### config.mk
export PLATFORM = sky130hd
export DESIGN_NAME = resistance_running_median
export DESIGN_NICKNAME = d
export VERILOG_FILES = /design/src/hw/rtl/rrm_pkg.sv /design/src/hw/rtl/rrm_resist.sv /design/src/hw/rtl/rrm_window.sv /design/src/hw/rtl/resistance_running_median.sv
export SDC_FILE = /design/constraint.sdc
export NUM_CORES = 1
export LEC_CHECK = 0
export BUFFER_PORTS_ARGS = -buffer_cell sky130_fd_sc_hd__buf_2
export CAP_MARGIN = 20
export CORE_AREA = 4 4 230 345
export DETAILED_ROUTE_END_ITERATION = 16
export DIE_AREA = 0 0 234 349
export GPL_TIMING_DRIVEN = 1
export HOLD_SLACK_MARGIN = 0.1
export SLEW_MARGIN = 20
export SYNTH_ARGS = -nofsm -noshare
export SYNTH_HDL_FRONTEND = slang
export SYNTH_SLANG_ARGS = --single-unit
### constraint.sdc
create_clock -name clock -period 3.8 [get_ports clock]
set_clock_uncertainty 0.1 [all_clocks]
set_input_delay 0.19 -clock clock [delete_from_list [all_inputs] [get_ports clock]]
set_output_delay 0.19 -clock clock [all_outputs]
set_load 0.05 [all_outputs]
### src/hw/rtl/rrm_pkg.sv
// shared widths, constants, state types and a control struct for the running median
// no dependencies; imported by every module of the block
`timescale 1ns / 1ps

package rrm_pkg;

   localparam int SAMPLE_W = 12;
   localparam int LOAD_W   = 16;
   localparam int RES_W    = 28;
   localparam int HELD_W   = 4;

   localparam int WINDOW = 8;
   localparam int IDX_W  = (WINDOW > 1) ? $clog2(WINDOW) : 1;
   localparam int CNT_W  = $clog2(WINDOW + 1);

   localparam logic [LOAD_W-1:0]   LOAD_RESET   = LOAD_W'(2560);
   localparam logic [SAMPLE_W-1:0] FULL_SCALE   = SAMPLE_W'(4095);
   localparam logic [SAMPLE_W-1:0] CLAMP_FACTOR = SAMPLE_W'(3299);
   localparam logic [SAMPLE_W-1:0] CLAMP_LIMIT  = SAMPLE_W'(2);

   localparam int MUL_STEPS = SAMPLE_W;
   localparam int DIV_STEPS = RES_W;
   localparam int STEP_W    = $clog2(DIV_STEPS + 1);

   typedef enum logic [1:0] {
      R_IDLE,
      R_MUL,
      R_DIV
   } resist_state_type;

   typedef enum logic [1:0] {
      W_IDLE,
      W_SCAN,
      W_CHECK
   } window_state_type;

   typedef enum logic [1:0] {
      T_IDLE,
      T_RESIST,
      T_WINDOW,
      T_PUSH
   } top_state_type;

   typedef struct packed {
      logic             start;
      logic [RES_W-1:0] value;
   } window_wr_type;

endpackage

### src/hw/rtl/rrm_resist.sv
// bit-serial resistance unit: shift-add multiply then restoring divide, one bit per cycle
// depends on rrm_pkg
`timescale 1ns / 1ps

module rrm_resist (
   input  logic                          clock,
   input  logic                          reset,
   input  logic                          start,
   input  logic [rrm_pkg::SAMPLE_W-1:0]  adc_sample,
   input  logic [rrm_pkg::LOAD_W-1:0]    load_resistance,
   output logic                          done,
   output logic [rrm_pkg::RES_W-1:0]     resistance
);
   import rrm_pkg::*;

   resist_state_type state_ff, state_in;

   logic [SAMPLE_W-1:0] fct_ff, fct_in;
   logic [SAMPLE_W-1:0] dvs_ff, dvs_in;
   logic [LOAD_W-1:0]   mcand_ff, mcand_in;
   logic [RES_W-1:0]    acc_ff, acc_in;
   logic [SAMPLE_W-1:0] rem_ff, rem_in;
   logic [STEP_W-1:0]   cnt_ff, cnt_in;
   logic                done_ff, done_in;

   logic [SAMPLE_W:0]   rem_sh;
   logic                rem_ge;
   logic                clamp;

   assign clamp  = adc_sample < CLAMP_LIMIT;
   assign rem_sh = {rem_ff, acc_ff[RES_W-1]};
   assign rem_ge = rem_sh >= {1'b0, dvs_ff};

   always_ff @(posedge clock) begin
      if (reset) begin
         state_ff <= R_IDLE;
         done_ff  <= 1'b0;
      end else begin
         state_ff <= state_in;
         done_ff  <= done_in;
      end
      fct_ff   <= fct_in;
      dvs_ff   <= dvs_in;
      mcand_ff <= mcand_in;
      acc_ff   <= acc_in;
      rem_ff   <= rem_in;
      cnt_ff   <= cnt_in;
   end

   always_comb begin
      state_in = state_ff;
      fct_in   = fct_ff;
      dvs_in   = dvs_ff;
      mcand_in = mcand_ff;
      acc_in   = acc_ff;
      rem_in   = rem_ff;
      cnt_in   = cnt_ff;
      done_in  = 1'b0;
      case (state_ff)
         R_IDLE: begin
            if (start) begin
               // low readings hit the voltage clamp: fixed factor over a divisor of one
               fct_in   = clamp ? CLAMP_FACTOR : FULL_SCALE - adc_sample;
               dvs_in   = clamp ? SAMPLE_W'(1) : adc_sample;
               mcand_in = load_resistance;
               acc_in   = '0;
               cnt_in   = '0;
               state_in = R_MUL;
            end
         end
         R_MUL: begin
            acc_in = {acc_ff[RES_W-2:0], 1'b0}
                     + (fct_ff[SAMPLE_W-1] ? RES_W'(mcand_ff) : RES_W'(0));
            fct_in = {fct_ff[SAMPLE_W-2:0], 1'b0};
            cnt_in = cnt_ff + STEP_W'(1);
            if (cnt_ff == STEP_W'(MUL_STEPS - 1)) begin
               cnt_in   = '0;
               rem_in   = '0;
               state_in = R_DIV;
            end
         end
         R_DIV: begin
            // quotient bits shift into the dividend register from the bottom
            rem_in = rem_ge ? SAMPLE_W'(rem_sh - {1'b0, dvs_ff}) : rem_sh[SAMPLE_W-1:0];
            acc_in = {acc_ff[RES_W-2:0], rem_ge};
            cnt_in = cnt_ff + STEP_W'(1);
            if (cnt_ff == STEP_W'(DIV_STEPS - 1)) begin
               done_in  = 1'b1;
               state_in = R_IDLE;
            end
         end
         default: begin
            state_in = R_IDLE;
         end
      endcase
   end

   assign done       = done_ff;
   assign resistance = acc_ff;

endmodule

### src/hw/rtl/rrm_window.sv
// circular window store with fill count and rank-counting median search
// depends on rrm_pkg; one compare per cycle while scanning, through a two-read-port store
`timescale 1ns / 1ps

module rrm_window (
   input  logic                          clock,
   input  logic                          reset,
   input  rrm_pkg::window_wr_type        wr,
   output logic                          done,
   output logic [rrm_pkg::RES_W-1:0]     median_resistance,
   output logic [rrm_pkg::HELD_W-1:0]    samples_held
);
   import rrm_pkg::*;

   window_state_type state_ff, state_in;

   logic [RES_W-1:0] store_ff [WINDOW];
   logic             store_we;

   logic [IDX_W-1:0] wp_ff, wp_in;
   logic [CNT_W-1:0] fill_ff, fill_in;
   logic [CNT_W-1:0] i_ff, i_in;
   logic [CNT_W-1:0] j_ff, j_in;
   logic [CNT_W-1:0] lt_ff, lt_in;
   logic [CNT_W-1:0] le_ff, le_in;
   logic [RES_W-1:0] cand_q_ff;
   logic [RES_W-1:0] peer_q_ff;
   logic             peer_vld_ff, peer_vld_in;
   logic             peer_last_ff, peer_last_in;
   logic [RES_W-1:0] median_ff, median_in;
   logic             done_ff, done_in;

   logic [CNT_W-1:0] rank;
   logic             issue;

   assign rank  = fill_ff >> 1;
   assign issue = (state_ff == W_SCAN) && (j_ff != fill_ff);

   always_ff @(posedge clock) begin
      if (store_we) begin
         store_ff[wp_ff] <= wr.value;
      end
      cand_q_ff <= store_ff[i_ff[IDX_W-1:0]];
      peer_q_ff <= store_ff[j_ff[IDX_W-1:0]];
   end

   always_ff @(posedge clock) begin
      if (reset) begin
         state_ff     <= W_IDLE;
         wp_ff        <= '0;
         fill_ff      <= '0;
         peer_vld_ff  <= 1'b0;
         peer_last_ff <= 1'b0;
         done_ff      <= 1'b0;
      end else begin
         state_ff     <= state_in;
         wp_ff        <= wp_in;
         fill_ff      <= fill_in;
         peer_vld_ff  <= peer_vld_in;
         peer_last_ff <= peer_last_in;
         done_ff      <= done_in;
      end
      i_ff      <= i_in;
      j_ff      <= j_in;
      lt_ff     <= lt_in;
      le_ff     <= le_in;
      median_ff <= median_in;
   end

   always_comb begin
      state_in     = state_ff;
      store_we     = 1'b0;
      wp_in        = wp_ff;
      fill_in      = fill_ff;
      i_in         = i_ff;
      j_in         = j_ff;
      lt_in        = lt_ff;
      le_in        = le_ff;
      median_in    = median_ff;
      done_in      = 1'b0;
      peer_vld_in  = issue;
      peer_last_in = issue && (j_ff == fill_ff - CNT_W'(1));
      case (state_ff)
         W_IDLE: begin
            if (wr.start) begin
               store_we = 1'b1;
               wp_in    = (wp_ff == IDX_W'(WINDOW - 1)) ? '0 : wp_ff + IDX_W'(1);
               if (fill_ff != CNT_W'(WINDOW)) begin
                  fill_in = fill_ff + CNT_W'(1);
               end
               i_in     = '0;
               j_in     = '0;
               lt_in    = '0;
               le_in    = '0;
               state_in = W_SCAN;
            end
         end
         W_SCAN: begin
            if (issue) begin
               j_in = j_ff + CNT_W'(1);
            end
            if (peer_vld_ff) begin
               lt_in = lt_ff + CNT_W'(peer_q_ff < cand_q_ff);
               le_in = le_ff + CNT_W'(peer_q_ff <= cand_q_ff);
            end
            if (peer_last_ff) begin
               state_in = W_CHECK;
            end
         end
         W_CHECK: begin
            // candidate is the median when the wanted rank falls in its run of equals
            if ((lt_ff <= rank) && (rank < le_ff)) begin
               median_in = cand_q_ff;
               done_in   = 1'b1;
               state_in  = W_IDLE;
            end else begin
               i_in     = i_ff + CNT_W'(1);
               j_in     = '0;
               lt_in    = '0;
               le_in    = '0;
               state_in = W_SCAN;
            end
         end
         default: begin
            state_in = W_IDLE;
         end
      endcase
   end

   assign done              = done_ff;
   assign median_resistance = median_ff;
   assign samples_held      = HELD_W'(fill_ff);

endmodule

### src/hw/rtl/resistance_running_median.sv
// top level: sensor resistance running median over an eight-entry window
// sequence: bit-serial multiply, divide and window write, then a scan over the n held samples
// per median candidate tried, then hand-over to the output register
// flow: one item at a time; the next request is taken once the result has reached the output
// register, which waits while the previous response is not yet taken
// reset: synchronous, active high; clears control, window fill and sets load resistance to 2560
`timescale 1ns / 1ps

module resistance_running_median (
   input  logic                          clock,
   input  logic                          reset,
   input  logic                          req_valid,
   output logic                          req_ready,
   input  logic [rrm_pkg::SAMPLE_W-1:0]  req_adc_sample,
   output logic                          rsp_valid,
   input  logic                          rsp_ready,
   output logic [rrm_pkg::RES_W-1:0]     rsp_median_resistance,
   output logic [rrm_pkg::HELD_W-1:0]    rsp_samples_held,
   input  logic                          csr_we,
   input  logic [rrm_pkg::LOAD_W-1:0]    csr_wdata
);
   import rrm_pkg::*;

   top_state_type state_ff, state_in;

   logic [LOAD_W-1:0] load_ff;
   logic              rsp_valid_ff, rsp_valid_in;
   logic [RES_W-1:0]  rsp_med_ff, rsp_med_in;
   logic [HELD_W-1:0] rsp_held_ff, rsp_held_in;

   logic              res_start;
   logic              res_done;
   logic [RES_W-1:0]  res_value;
   window_wr_type     win_wr;
   logic              win_done;
   logic [RES_W-1:0]  win_median;
   logic [HELD_W-1:0] win_held;

   rrm_resist u_resist (
      .clock           (clock),
      .reset           (reset),
      .start           (res_start),
      .adc_sample      (req_adc_sample),
      .load_resistance (load_ff),
      .done            (res_done),
      .resistance      (res_value)
   );

   rrm_window u_window (
      .clock             (clock),
      .reset             (reset),
      .wr                (win_wr),
      .done              (win_done),
      .median_resistance (win_median),
      .samples_held      (win_held)
   );

   always_ff @(posedge clock) begin
      if (reset) begin
         load_ff <= LOAD_RESET;
      end else if (csr_we) begin
         load_ff <= csr_wdata;
      end
   end

   always_ff @(posedge clock) begin
      if (reset) begin
         state_ff     <= T_IDLE;
         rsp_valid_ff <= 1'b0;
      end else begin
         state_ff     <= state_in;
         rsp_valid_ff <= rsp_valid_in;
      end
      rsp_med_ff  <= rsp_med_in;
      rsp_held_ff <= rsp_held_in;
   end

   always_comb begin
      state_in     = state_ff;
      rsp_valid_in = rsp_valid_ff && !rsp_ready;
      rsp_med_in   = rsp_med_ff;
      rsp_held_in  = rsp_held_ff;
      req_ready    = 1'b0;
      res_start    = 1'b0;
      win_wr.start = 1'b0;
      win_wr.value = res_value;
      case (state_ff)
         T_IDLE: begin
            req_ready = 1'b1;
            if (req_valid) begin
               res_start = 1'b1;
               state_in  = T_RESIST;
            end
         end
         T_RESIST: begin
            if (res_done) begin
               win_wr.start = 1'b1;
               state_in     = T_WINDOW;
            end
         end
         T_WINDOW: begin
            if (win_done) begin
               state_in = T_PUSH;
            end
         end
         T_PUSH: begin
            // output register takes the result once the last transfer has gone
            if (!rsp_valid_ff || rsp_ready) begin
               rsp_valid_in = 1'b1;
               rsp_med_in   = win_median;
               rsp_held_in  = win_held;
               state_in     = T_IDLE;
            end
         end
         default: begin
            state_in = T_IDLE;
         end
      endcase
   end

   assign rsp_valid             = rsp_valid_ff;
   assign rsp_median_resistance = rsp_med_ff;
   assign rsp_samples_held      = rsp_held_ff;

endmodule
# Yosys cells after proc, flatten, opt, wreduce, memory -nomap -nowiden
# Memory sizes are Yosys's and may differ from the RTL's. A register that Yosys moved wholly into a read port is not among the register bits.
# Index checks and enable logic that the tools add are counted.
totals:
  output_inout_bits: 34
  n_memories: 1
  ff_bits: 195
  ram_bits: 224
  input_bits: 33
op_classes:
  bitwise: 2
  n_reduce_logical: 31
  muxes: 49
  addsub: 11
  eq_ne: 25
  magnitude_cmp: 6
memory_table:
  columns: ["memory", "depth", "word_bits", "rd", "rd_ports_with_merged_regs", "write_ports", "line", "source"]
  rows:
  - ["u_window.store_ff", 8, 28, 2, 2, 1, "rrm_window.sv:17", "logic [RES_W-1:0] store_ff [WINDOW];"]
ops:
  columns: ["op", "count"]
  rows:
  - ["$pmux W28 S3", 1]
  - ["$mux W12", 4]
  - ["$pmux W12 S2", 2]
  - ["$pmux W4 S3", 3]
  - ["$add A28 B28 Y28", 1]
  - ["$le A28 B28 Y1", 1]
  - ["$lt A28 B28 Y1", 1]
  - ["$mux W28", 1]
  - ["$mux W4", 6]
  - ["$mux W2", 9]
  - ["$mux W16", 1]
  - ["$ne A2 B1 Y1 const B", 8]
  - ["$reduce_and A2 Y1", 8]
  - ["$pmux W5 S3", 1]
  - ["$mux W1", 14]
  - ["$ge A13 B12 Y1", 1]
  - ["$add A4 B1 Y4 const B", 3]
  - ["$lt A12 B2 Y1 const B", 1]
  - ["$pmux W2 S3", 2]
  - ["$reduce_and A4 Y1", 3]
  - ["$sub A12 B12 Y12", 1]
  - ["$sub A12 B12 Y12 const A", 1]
  - ["$mux W5", 2]
  - ["$reduce_and A3 Y1", 3]
  - ["26 further kinds", 46]

# Depth between registers and ports, before layout
logic_depth:
  ltp_word: 6
  mapped_depth: 12
  ltp_nobuf: 12

# Modules after synthesis
# From an unflattened synthesis, not the netlist that was laid out.
hier_totals:
  cells_unflattened: 1376
  hier_area_um2: 21356.7
by_module_without_submodules:
  columns: ["module", "cells_each", "n_inst", "area_each_um2", "seq_area_each_um2"]
  rows:
  - ["rrm_window", 760, 1, 14281.2, 9379.0]
  - ["rrm_resist", 506, 1, 5275.1, 2612.5]
  - ["resistance_running_median", 110, 1, 1800.5, 1341.3]

# Worst setup path after synthesis
# OpenSTA, ideal clock, no wires.
synth_timing:
  path_kind: "register to register"
  from: "register state_ff[1]"
  to: "memory u_window.store_ff[1][0] (enable)"
  n_path_buf: 0
  stages_incl_launch_ff: 7
  required_ps: 3252
  synth_period_minus_slack_ps: 3982
  setup_ps: 448
  path_slack_ps: -182
  arrival_time_ps: 3434
  path_cell_list: "dfxtp_1 -> inv_1 -> ha_1 -> nand2_1 -> nor3_1 -> nand2_1 -> nor3_1"
synth_via:
  elab_chain_len: 6
synth_rtl:
  columns: ["item", "line", "source"]
  rows:
  - ["from (decl)", "resistance_running_median.sv:24", "top_state_type state_ff, state_in;"]
  - ["from (signal assigned)", "resistance_running_median.sv:71", "state_ff <= state_in;"]
  - ["$eq A2 B1 Y1", "resistance_running_median.sv:87", "case (state_ff)"]
  - ["$mux W1", "resistance_running_median.sv:87", null]
  - ["$mux W1", "rrm_window.sv:85", "if (wr.start) begin"]
  - ["$mux W1", "rrm_window.sv:83", "case (state_ff)"]
  - ["$mux W1", "rrm_window.sv:40", "if (store_we) begin"]
  - ["$mux W1 (implied by the code)", "rrm_window.sv:41", "store_ff[wp_ff] <= wr.value;"]
  - ["to (decl)", "rrm_window.sv:17", null]
# Every way passes these cells.

# Worst setup path after layout
layout_timing:
  from: "register u_resist.acc_ff[0], in the netlist u_resist.resistance[0]"
  to: "register u_resist.acc_ff[21], in the netlist u_resist.resistance[21], data pin"
layout_via:
  elab_chain_len: 2
layout_rtl:
  columns: ["item", "line", "source"]
  rows:
  - ["from (decl)", "rrm_resist.sv:21", "logic [RES_W-1:0] acc_ff, acc_in;"]
  - ["from (signal assigned)", "rrm_resist.sv:45", "acc_ff <= acc_in;"]
  - ["$add A28 B28 Y28", "rrm_resist.sv:73", "+ (fct_ff[SAMPLE_W-1] ? RES_W'(mcand_ff) : RES_W'(0));"]
  - ["$pmux W28 S3", "rrm_resist.sv:59", "case (state_ff)"]
  - ["via u_resist.acc_in[21]", "rrm_resist.sv:21", null]
# The timed path passes the listed nets, and every way through them passes these cells.
# A chain may end at the register's enable or synchronous reset.

==> out/qor.yml <==
pwr:
  power.share.switching: 0.283
  share_seq_of_total_power: 0.493
  p_leak_nw: 8.90
  clkPwrFrac: 0.343
  netSwitchingPower_mw: 4.09
  power.density_mw_per_mm2: 577
  ir_worst_vdd_mv: 0.415
  comb_power_share: 0.165
  intPower_mw: 10.4
setup_path:
  timing_worst_setup_path_type: "flip-flop to flip-flop"
  timing.critical_path.cells: "ha_1 > fa_1 > a21o_1 > a221oi_4 > o22ai_1 > o41a_1 > nor4b_4 > a211o_1"
  critical_path.max_fanout: 10
  worst_path_dominant_cell_family: "compound AO/OA/AOI/OAI gates"
  ff2ff_setup_slack_ns: 0.40
  critical_path.reg2reg.startpoint: "u_resist.resistance[0]$_DFFE_PP_"
  worst_r2r_endpoint: "u_resist.resistance[21]$_DFFE_PP_"
  critical_path.startpoint_type: "flip-flop"
  cp_slowest_cell: "sky130_fd_sc_hd__o41a_1"
  worstRegToRegCells: 8
  critical-path-max-stage-delay_ns: 0.57
  setup.worst_path.end_class: "flip-flop"
  worst-path-buf-inv: 0
  required_ns: 4.04
  worstPathArrival_ns: 3.64
routing:
  drt_drc_violations_left: 0
  dr.pass1.iters: 5
  vias: 12052
  drt_iter0_markers: 803
  vias_per_cell: 4.71
  wl_um: 47200
  route.antenna.remaining_nets: 0
  post_drt_wl_per_cell_um: 18.4
yosys:
  ys.warnings.count: 0
  sequential_area_share_after_synthesis: 0.629
  netlist-cell-type-count: 60
  ys_async_sr_fraction: 0
  synthesis.instances: 1377
  synth_area_per_cell_um2: 15.4
  ys_seq_elements: 474
  synth_edf_count: 384
  synth_ff_type: "sky130_fd_sc_hd__edfxtp_1"
  synth.cell_area_mm2: 0.0212
  postSynthNetCount: 1492
timing:
  worst_tran_pin_value_ns: 0.961
  rsz0062_at_grt: "false"
  finalSetupTns_ns: 0
  period_share: 0.896
  finalSetupViolations: 0
  maxSlewHeadroom: 0.360
  fin_hold_ws_ns: 0.267
  slew_violations: 0
  final-hold-violation-count: 0
  fmaxAchievable_mhz: 294
  finalCriticalPeriod_ns: 3.40
grt:
  overflow: 0
  largest_net_degree_at_the_start_of_global_routing: 59
  track_usage: 0.115
  antenna_found_initial: 0
  grt_first_pass_wirelength_um: 73300
  first_global_vias: 12863
cts:
  cts.reportedPaths.clkPinSlew_ns: 0.06
  cts_tree: "done"
  worst_skew_pair.late_latency_ns: 0.60
  numCtsBuffers: 49
  ctsRootBufferMaster: "sky130_fd_sc_hd__clkbuf_16"
  numClockSinks: 474
  cells_resized_by_post_cts_repair: 0
  cts.htree.levels: 2
  post-cts-setup-buffers: 0
  max-clock-path-buffers: 3
layout:
  design_area_mm2: 0.0251
  final_cell_count_no_fill: 2561
  antennaDiodeCount: 0
  layout.filler_cells: 7314
  area_delta_synth_final_pct: 18.4
  drive_gt1_frac: 0.232
  layout.nets: 1627
worst_hold_path:
  whs_path_depth: 2
  min_path_type: "input port to flip-flop"
  min_from: "req_adc_sample[7]"
  min_to: "u_resist.dvs_ff[7]$_SDFFCE_PP0P_"
placement:
  dp.cells: 2406
  dp_hpwl_um: 29500
  port_buffers: 66
  routabilityCongestion: 0.795
  dpl-instance-area_mm2: 0.0228
floorplanning:
  floorplan.initialDensity: 0.278
  floorplan.rows: 124
  die_h_um: 349
  design.core.area_mm2: 0.0762
  chip_width_um: 234
  io-pin-count: 67
  die_area_mm2: 0.0817
run_status:
  run_status: "finished clean"
run:
  timing.max_cap.violations: 0
area by class of cell:
type                    instances  area, µm²  share of cell area
clock buffers                  73       1430              0.0569
clock inverters                19        256              0.0102
inverters                      66        248             0.00987
multi-input cells             767       7390               0.294
flip-flops and latches        474      13300               0.531
well taps                    1008       1260              0.0502
repair buffers                154       1190              0.0473
worst register-to-register path: cells and delay by family (launching register included):
| family | cells | cell delay (ns) |
|---|---|---|
| AOI/OAI and AO/OA | 5 | 1.65 |
| adders and majority gates | 2 | 0.69 |
| DFF | 1 | 0.51 |
| and+or+nand+nor | 1 | 0.21 |
sequential cells by signal, indices dropped and copies added (netlist names), 3 cells and up:
register and flops:
u_resist.mcand_ff 16, u_resist.resistance 28, u_window.le_ff 4, u_resist.dvs_ff 12
u_resist.rem_ff 12, u_resist.fct_ff 12, u_window.store_ff 224, u_resist.cnt_ff 5
load_ff 16, u_window.i_ff 3, u_window.median_resistance 28, u_window.cand_q_ff 28
rsp_median_resistance 28, u_window.peer_q_ff 28, u_window.lt_ff 4, u_window.samples_held 4
u_window.j_ff 4, rsp_samples_held 4, u_window.wp_ff 3
through the flow:
step                      worst slack [ns]  utilization  total power [mW]
after floorplan                      0.559            -              8.76
after global placement               0.530        0.299              9.46
after detailed placement             0.430        0.299              9.57
after CTS                            0.439        0.329              14.7
after global routing                 0.294        0.329              15.2
final                                0.396        0.329              14.5
worst max path at each step:
| stage | from | slack (ns) | end | cells after the start |
|---|---|---|---|---|
| final | u_resist.resistance[0]$_DFFE_PP_ | 0.40 | u_resist.resistance[21]$_DFFE_PP_ | 8 |
| after CTS | u_resist.fct_ff[11]$_DFFE_PP_ | 0.44 | u_resist.resistance[21]$_DFFE_PP_ | 9 |
| after global placement | u_resist.resistance[0]$_DFFE_PP_ | 0.53 | u_resist.resistance[21]$_DFFE_PP_ | 8 |
| after global routing | u_resist.resistance[0]$_DFFE_PP_ | 0.29 | u_resist.resistance[21]$_DFFE_PP_ | 8 |
| after detailed placement | u_resist.fct_ff[11]$_DFFE_PP_ | 0.43 | u_resist.resistance[21]$_DFFE_PP_ | 9 |
| after floorplan | state_ff[1]$_SDFFE_PP0P_ | 0.56 | u_window.store_ff[7][0]$_DFFE_PP_ | 6 |
layout by cell type, fill, tap and decap left out, types with 8 or more instances in the layout:
cell type,instances
sky130_fd_sc_hd__a31oi_1,8
sky130_fd_sc_hd__nor2_1,72
sky130_fd_sc_hd__a22oi_1,9
sky130_fd_sc_hd__nor2b_1,18
sky130_fd_sc_hd__or3_1,8
sky130_fd_sc_hd__nand2_1,62
sky130_fd_sc_hd__xor2_1,19
sky130_fd_sc_hd__mux2i_1,25
sky130_fd_sc_hd__mux2_2,56
sky130_fd_sc_hd__nand4_1,14
sky130_fd_sc_hd__nor3_1,20
sky130_fd_sc_hd__clkbuf_1,15
sky130_fd_sc_hd__dlygate4sd3_1,63
sky130_fd_sc_hd__xnor2_1,20
sky130_fd_sc_hd__nor2_2,8
sky130_fd_sc_hd__o31ai_1,10
sky130_fd_sc_hd__ha_1,80
sky130_fd_sc_hd__a21oi_1,33
sky130_fd_sc_hd__buf_2,66
sky130_fd_sc_hd__clkbuf_16,51
sky130_fd_sc_hd__o21ai_0,36
sky130_fd_sc_hd__and2_1,25
sky130_fd_sc_hd__a21o_1,12
sky130_fd_sc_hd__mux4_2,112
sky130_fd_sc_hd__dfxtp_1,90
sky130_fd_sc_hd__nand3_1,23
sky130_fd_sc_hd__inv_1,66
sky130_fd_sc_hd__buf_4,22
sky130_fd_sc_hd__edfxtp_1,384
sky130_fd_sc_hd__and3_1,8
logic make-up (layout without fill, tap and decap cells):
kind of cell | Yosys count | in the layout | share of synthesized area
AOI/OAI and AO/OA | 164 | 164 | 0.0522
muxes | 193 | 193 | 0.161
and+or+nand+nor | 289 | 289 | 0.0678
DFF | 474 | 474 | 0.629
xor gates and xnor gates | 39 | 39 | 0.0161
buffers and inverters | 136 | 312 | 0.0254
adders and majority gates | 82 | 82 | 0.0491
synth_stat cells, types with 4 or more instances:
cell type / count / area share
sky130_fd_sc_hd__inv_1: 66 / 0.012
sky130_fd_sc_hd__nor3_1: 22 / 0.0052
sky130_fd_sc_hd__a22oi_1: 9 / 0.0032
sky130_fd_sc_hd__nor4_1: 6 / 0.0018
sky130_fd_sc_hd__ha_1: 80 / 0.047
sky130_fd_sc_hd__edfxtp_1: 384 / 0.54
sky130_fd_sc_hd__nand3_1: 23 / 0.0054
sky130_fd_sc_hd__nor2b_1: 19 / 0.0056
sky130_fd_sc_hd__a21o_1: 12 / 0.0042
sky130_fd_sc_hd__a31oi_1: 8 / 0.0024
sky130_fd_sc_hd__or3_1: 8 / 0.0024
sky130_fd_sc_hd__xnor2_1: 20 / 0.0083
sky130_fd_sc_hd__buf_1: 9 / 0.0016
sky130_fd_sc_hd__o211ai_1: 5 / 0.0018
sky130_fd_sc_hd__nor2_1: 80 / 0.014
sky130_fd_sc_hd__xor2_1: 19 / 0.0078
sky130_fd_sc_hd__nand4_1: 14 / 0.0041
sky130_fd_sc_hd__dfxtp_1: 90 / 0.085
sky130_fd_sc_hd__a211oi_1: 7 / 0.0025
sky130_fd_sc_hd__o21ai_0: 37 / 0.0087
sky130_fd_sc_hd__mux4_2: 112 / 0.12
sky130_fd_sc_hd__o21bai_1: 4 / 0.0014
sky130_fd_sc_hd__and2_1: 25 / 0.0074
sky130_fd_sc_hd__o21a_1: 6 / 0.0021
sky130_fd_sc_hd__mux2_2: 56 / 0.030
sky130_fd_sc_hd__nand2_1: 62 / 0.011
sky130_fd_sc_hd__buf_2: 7 / 0.0017
sky130_fd_sc_hd__a21oi_1: 33 / 0.0078
sky130_fd_sc_hd__a21boi_0: 4 / 0.0014
sky130_fd_sc_hd__a211o_1: 4 / 0.0017
sky130_fd_sc_hd__o31ai_1: 10 / 0.0035
sky130_fd_sc_hd__o22ai_1: 4 / 0.0012
sky130_fd_sc_hd__mux2i_1: 25 / 0.012
sky130_fd_sc_hd__and3_1: 8 / 0.0024
sky130_fd_sc_hd__nand2b_1: 7 / 0.0021
sky130_fd_sc_hd__clkbuf_1: 51 / 0.0090
per-layer routing:
layer	routed length [µm]	part of all wire	global-route usage
met1	18300	0.39	0.134
met2	25400	0.54	0.215
met3	2210	0.047	0.0195
met4	1250	0.026	0.0345
met5	0	0	0
power by group through the flow:
stage	Combinational (mW)	Sequential, mW	Clock [mW]
6_report	2.38	7.14	4.97
3_3_place_gp	2.26	7.20	0
5_1_grt	2.66	7.21	5.35
2_1_floorplan	1.70	7.06	0
4_1_cts	2.39	7.14	5.12
3_5_place_dp	2.32	7.25	0
timing repair:
action / CTS / global route
setup endpoints to repair: 0 / 0
hold endpoints to repair: 51 / 0
hold buffers: 63 / 0
Power figures use the tool's default switching activity.
